**src/rtl/ms_pkg.sv**
```systemverilog
package ms_pkg;

    // Width of the value ports.
    localparam int OUT_W = 32;

    // Command codes on i_action.
    typedef enum logic [2:0] {
        ACT_PUSH    = 3'd0,
        ACT_POP     = 3'd1,
        ACT_TOP     = 3'd2,
        ACT_PEEKMAX = 3'd3,
        ACT_POPMAX  = 3'd4
    } t_action;

    // Status codes on o_status.
    typedef enum logic [1:0] {
        ST_OK    = 2'd0,
        ST_EMPTY = 2'd1,
        ST_FULL  = 2'd2
    } t_status;

    // Operation broadcast to every cell of the chain.
    typedef enum logic [2:0] {
        CELL_HOLD,
        CELL_PUSH,
        CELL_POP,
        CELL_FCLR,
        CELL_MARK,
        CELL_CLOSE,
        CELL_RELAX
    } t_cell_op;

endpackage

```
**src/rtl/ms_cell.sv**
```systemverilog
module ms_cell import ms_pkg::*; #(
    parameter int DATA_WIDTH = 32
) (
    input  logic                         i_clk,
    input  logic                         i_rst_n,
    input  t_cell_op                     i_op,
    input  logic signed [DATA_WIDTH-1:0] i_max,
    input  logic                         i_last,
    input  logic signed [DATA_WIDTH-1:0] i_up_e,
    input  logic signed [DATA_WIDTH-1:0] i_up_m,
    input  logic                         i_up_f,
    input  logic signed [DATA_WIDTH-1:0] i_dn_e,
    input  logic signed [DATA_WIDTH-1:0] i_dn_m,
    output logic signed [DATA_WIDTH-1:0] o_e,
    output logic signed [DATA_WIDTH-1:0] o_m,
    output logic                         o_f
);

    logic signed [DATA_WIDTH-1:0] r_e, n_e;
    logic signed [DATA_WIDTH-1:0] r_m, n_m;
    logic                         r_f, n_f;
    logic signed [DATA_WIDTH-1:0] w_relax_m;

    // Max of this entry and everything below it.
    assign w_relax_m = (r_e >= i_dn_m) ? r_e : i_dn_m;

    always_comb begin
        n_e = r_e;
        n_m = r_m;
        n_f = r_f;
        case (i_op)
            CELL_PUSH: begin
                n_e = i_up_e;
                n_m = i_up_m;
            end
            CELL_POP: begin
                n_e = i_dn_e;
                n_m = i_dn_m;
            end
            CELL_FCLR: begin
                n_f = 1'b0;
            end
            CELL_MARK: begin
                // at or below the topmost copy of the maximum
                n_f = i_up_f | (r_e == i_max);
            end
            CELL_CLOSE: begin
                if (r_f) begin
                    n_e = i_dn_e;
                    n_m = i_dn_m;
                end
            end
            CELL_RELAX: begin
                n_m = i_last ? r_e : w_relax_m;
            end
            default: begin
            end
        endcase
    end

    always_ff @(posedge i_clk) begin
        r_e <= n_e;
        r_m <= n_m;
        if (!i_rst_n) begin
            r_f <= 1'b0;
        end else begin
            r_f <= n_f;
        end
    end

    assign o_e = r_e;
    assign o_m = r_m;
    assign o_f = r_f;

endmodule

```
**config.mk**
```make
export PLATFORM = sky130hd
export DESIGN_NAME = ms_cell
export DESIGN_NICKNAME = d
export VERILOG_FILES = /design/src/rtl/ms_pkg.sv /design/src/rtl/ms_cell.sv
export SDC_FILE = /design/constraint.sdc
export NUM_CORES = 1
export LEC_CHECK = 0
export BUFFER_PORTS_ARGS = -buffer_cell sky130_fd_sc_hd__buf_2
export CAP_MARGIN = 20
export CORE_AREA = 2 2 124 126
export DETAILED_ROUTE_END_ITERATION = 8
export DIE_AREA = 0 0 126 128
export PLACE_DENSITY = 0.67
export SKIP_CTS_REPAIR_TIMING = 1
export SLEW_MARGIN = 25
export SYNTH_ARGS = -nofsm -noshare
export SYNTH_HDL_FRONTEND = slang
export SYNTH_SLANG_ARGS = --single-unit
```
**constraint.sdc**
```tcl
create_clock -name i_clk -period 7.9 [get_ports i_clk]
set_input_delay 0.395 -clock i_clk [delete_from_list [all_inputs] [get_ports i_clk]]
set_output_delay 0.395 -clock i_clk [all_outputs]
set_load 0.005 [all_outputs]
```
==> impl_metrics.env <==
export IMPL_cp_arrival_ns=3.99
export IMPL_dpl_cell_area_um2=6380
export IMPL_setup_viol=0
export IMPL_syn_area_per_cell_um2=8.54
export IMPL_drt_pre_antenna_iters=6
export IMPL_start_kind="flip-flop"
export IMPL_final_cell_mix="231 x buf_2, 188 x nand2_1, 64 x edfxtp_1, 50 x a31oi_1, 35 x inv_1"
export IMPL_cp_endpoint="o_m[21]"
export IMPL_post_route_util_pct=45.4
export IMPL_drc=0
export IMPL_initial_core_util_pct=34.2
export IMPL_critPathKind="reg -> reg"
export IMPL_area_growth_syn_to_layout_pct=32.8
export IMPL_grt_pass1_wl_um=28000
export IMPL_r2r_cells=9
export IMPL_cts_sinks=65
export IMPL_io_pin_count=232
export IMPL_crit_path_end_kind="flip-flop"
export IMPL_gr_usage_met2_pct=37.6
export IMPL_crit_required_ns=8.10
export IMPL_via_count=5353
export IMPL_hold_ws_ns=0.296
export IMPL_gp_congestion=0.846
export IMPL_drive_gt1_share_pct=33.4
export IMPL_r2r_end="o_m[21]"
export IMPL_synth_cell_types=38
export IMPL_grt_overflow_total=0
export IMPL_finClkSkew_ns=0.00970
export IMPL_clock_root_buffer="clkbuf_16"
export IMPL_routed_wl_um=18600
export IMPL_diodes=0
export IMPL_vdd_drop_max_v=0.0000995
export IMPL_dp_slack_ns=3.70
export IMPL_cts_buffers=9
export IMPL_drtAntennaViolNets=0
export IMPL_synth_top_family_by_area="compound AO/OA/AOI/OAI gates"
export IMPL_outcome="complete, no violations"
export IMPL_total_power_mw=1.18
export IMPL_syn_cell_area_um2=5080
export IMPL_met1_usage_pct=29.8
export IMPL_use_met3_pct=4.55
export IMPL_period_needed_ns=3.78
export IMPL_grt_pass1_vias=4928
export IMPL_synth_edf_count=64
export IMPL_rsz0062_at_grt="no"
export IMPL_final_common_cell="buf_2"
export IMPL_layout_nets=1005
export IMPL_routedWlPerCell_um=18.6
export IMPL_dp_cells=982
export IMPL_synth_compound_area_share_pct=21.0
export IMPL_critPathLaunch="o_e[31]"
export IMPL_grt_busiest_layer="met2"
export IMPL_max_slew_worst_pin_slew_ns=0.871
export IMPL_reg2reg_slack_ns=4.12
export IMPL_p_leak_nw=3.13
export IMPL_dr_first_iter_drc_count=357
export IMPL_place_port_buffers=231
export IMPL_worstReg2RegStart="o_e[31]"
export IMPL_track_usage_pct=22.5
export IMPL_period_share_pct=47.9
export IMPL_core_rowCount=45
export IMPL_via_per_inst=5.36
export IMPL_synth_async_reset_ratio_pct=0
export IMPL_netlist_instances=595
export IMPL_hpwl_um=14300
export IMPL_synth_area_mux_share_pct=0
export IMPL_insertion_delay_ns=0.34
export IMPL_tns_ns=0
export IMPL_synth_adder_area_share_pct=7.88
export IMPL_cts_tree="done"
export IMPL_final_cells=999
export IMPL_grt_max_degree=45
export IMPL_p_per_area_nw_per_um2=175
export IMPL_synth_simple_area_share_pct=20.5
export IMPL_antenna_found_initial=1
export IMPL_synth_fp_nets=794
export IMPL_synth_xor_area_share_pct=5.52
export IMPL_cts_htree_levels=3
export IMPL_min_path_type="in -> reg"
export IMPL_maxCapViolCount=0
export IMPL_core_area_um2=14900
export IMPL_ys_flop_type="edfxtp_1"
export IMPL_yosys_warnings=0
export IMPL_clk_pin_slew_worst_paths_ns=0.06
export IMPL_dieArea_um2=16100
export IMPL_fmax_mhz=264
export IMPL_setup_ws_ns=4.12
export IMPL_fin_area_um2=6750
export IMPL_die_w_um=126
export IMPL_slew_violations=0
export IMPL_ys_seq_elements=65
export IMPL_cts_buffer_depth=2
export IMPL_die_y_um=128
export IMPL_worstPathMaxFanout=33
export IMPL_seq_area_frac_synth_pct=38.2
export IMPL_slew_headroom_pct=41.9
export IMPL_hold_violations=0
## final cells by class
| type | instances | area (um2) |
|---|---|---|
| repair buffers | 242 | 1260 |
| well taps | 188 | 235 |
| clock buffers | 9 | 225 |
| clock inverters | 7 | 119 |
| multi-input cells | 453 | 2840 |
| flip-flops and latches | 65 | 1940 |
| inverters | 35 | 131 |
| fillers | 1510 | 8120 |
## logic make-up after synthesis
logic type,after synthesis
AOI/OAI and AO/OA,147
and+or+nand+nor,242
DFF,65
buffers and inverters,77
adders and majority gates,32
xor gates and xnor gates,32
## registers in the layout, summed over array words and instances, names as in the netlist
| name | cells |
|---|---|
| o_e | 32 |
| o_m | 32 |
| o_f | 1 |
## critical path, stage by stage (launching register included)
cell and delay [ns]:
edfxtp_1 0.45, ha_1 0.46, nand4_2 0.19, nor4_2 0.48, and3_1 0.29, o31a_1 0.21, or3_2 0.55, and3_1 0.42
buf_4 0.34, a311o_1 0.23
## how the worst min path moves through the flow
stage | slack (ns) | cells after the start | end | start
2_1_floorplan | 0.54 | 1 | o_f | i_rst_n
3_3_place_gp | 0.63 | 2 | o_f | i_rst_n
3_5_place_dp | 0.63 | 2 | o_f | i_rst_n
4_1_cts | 0.29 | 2 | o_f | i_rst_n
5_1_grt | 0.30 | 2 | o_f | i_rst_n
6_report | 0.30 | 2 | o_f | i_rst_n
## cell usage after synthesis, types with 2 or more instances
cell type  number  area share (%)
a21oi_1        15             1.5
a22oi_1         2            0.30
a311o_1        32             6.3
a311oi_1       18             3.1
a31oi_1        50             6.2
and3_1          3            0.37
and4_1          2            0.34
buf_1           2            0.15
buf_2           9            0.89
buf_4           3            0.44
buf_8           3            0.89
clkbuf_1       24             1.8
edfxtp_1       64              38
ha_1           32             7.9
inv_1          35             2.6
nand2_1       188              14
nand3_1         3            0.30
nand4_1         7            0.86
nor2_1          6            0.44
nor2b_1        19             2.3
nor3_1          2            0.20
nor4_1          8            0.99
o21ai_0        21             2.1
o21ai_1         2            0.20
xor2_1         32             5.5
## where the power goes
group / total [mW] / leakage (nW) / internal, mW / switching (mW)
sequential: 0.439 / 0.616 / 0.416 / 0.0234
clock: 0.470 / 0.162 / 0.308 / 0.162
combinational: 0.273 / 2.35 / 0.114 / 0.158
total: 1.18 / 3.13 / 0.838 / 0.344
## routing by layer
| metal | vias up | share of wire, % |
|---|---|---|
| li1 | 2594 | - |
| met1 | 2439 | 42 |
| met2 | 291 | 48 |
| met3 | 29 | 7.9 |
| met4 | 0 | 1.9 |
| met5 | - | 0 |
Note: power is estimated with default switching activity, not from simulation.
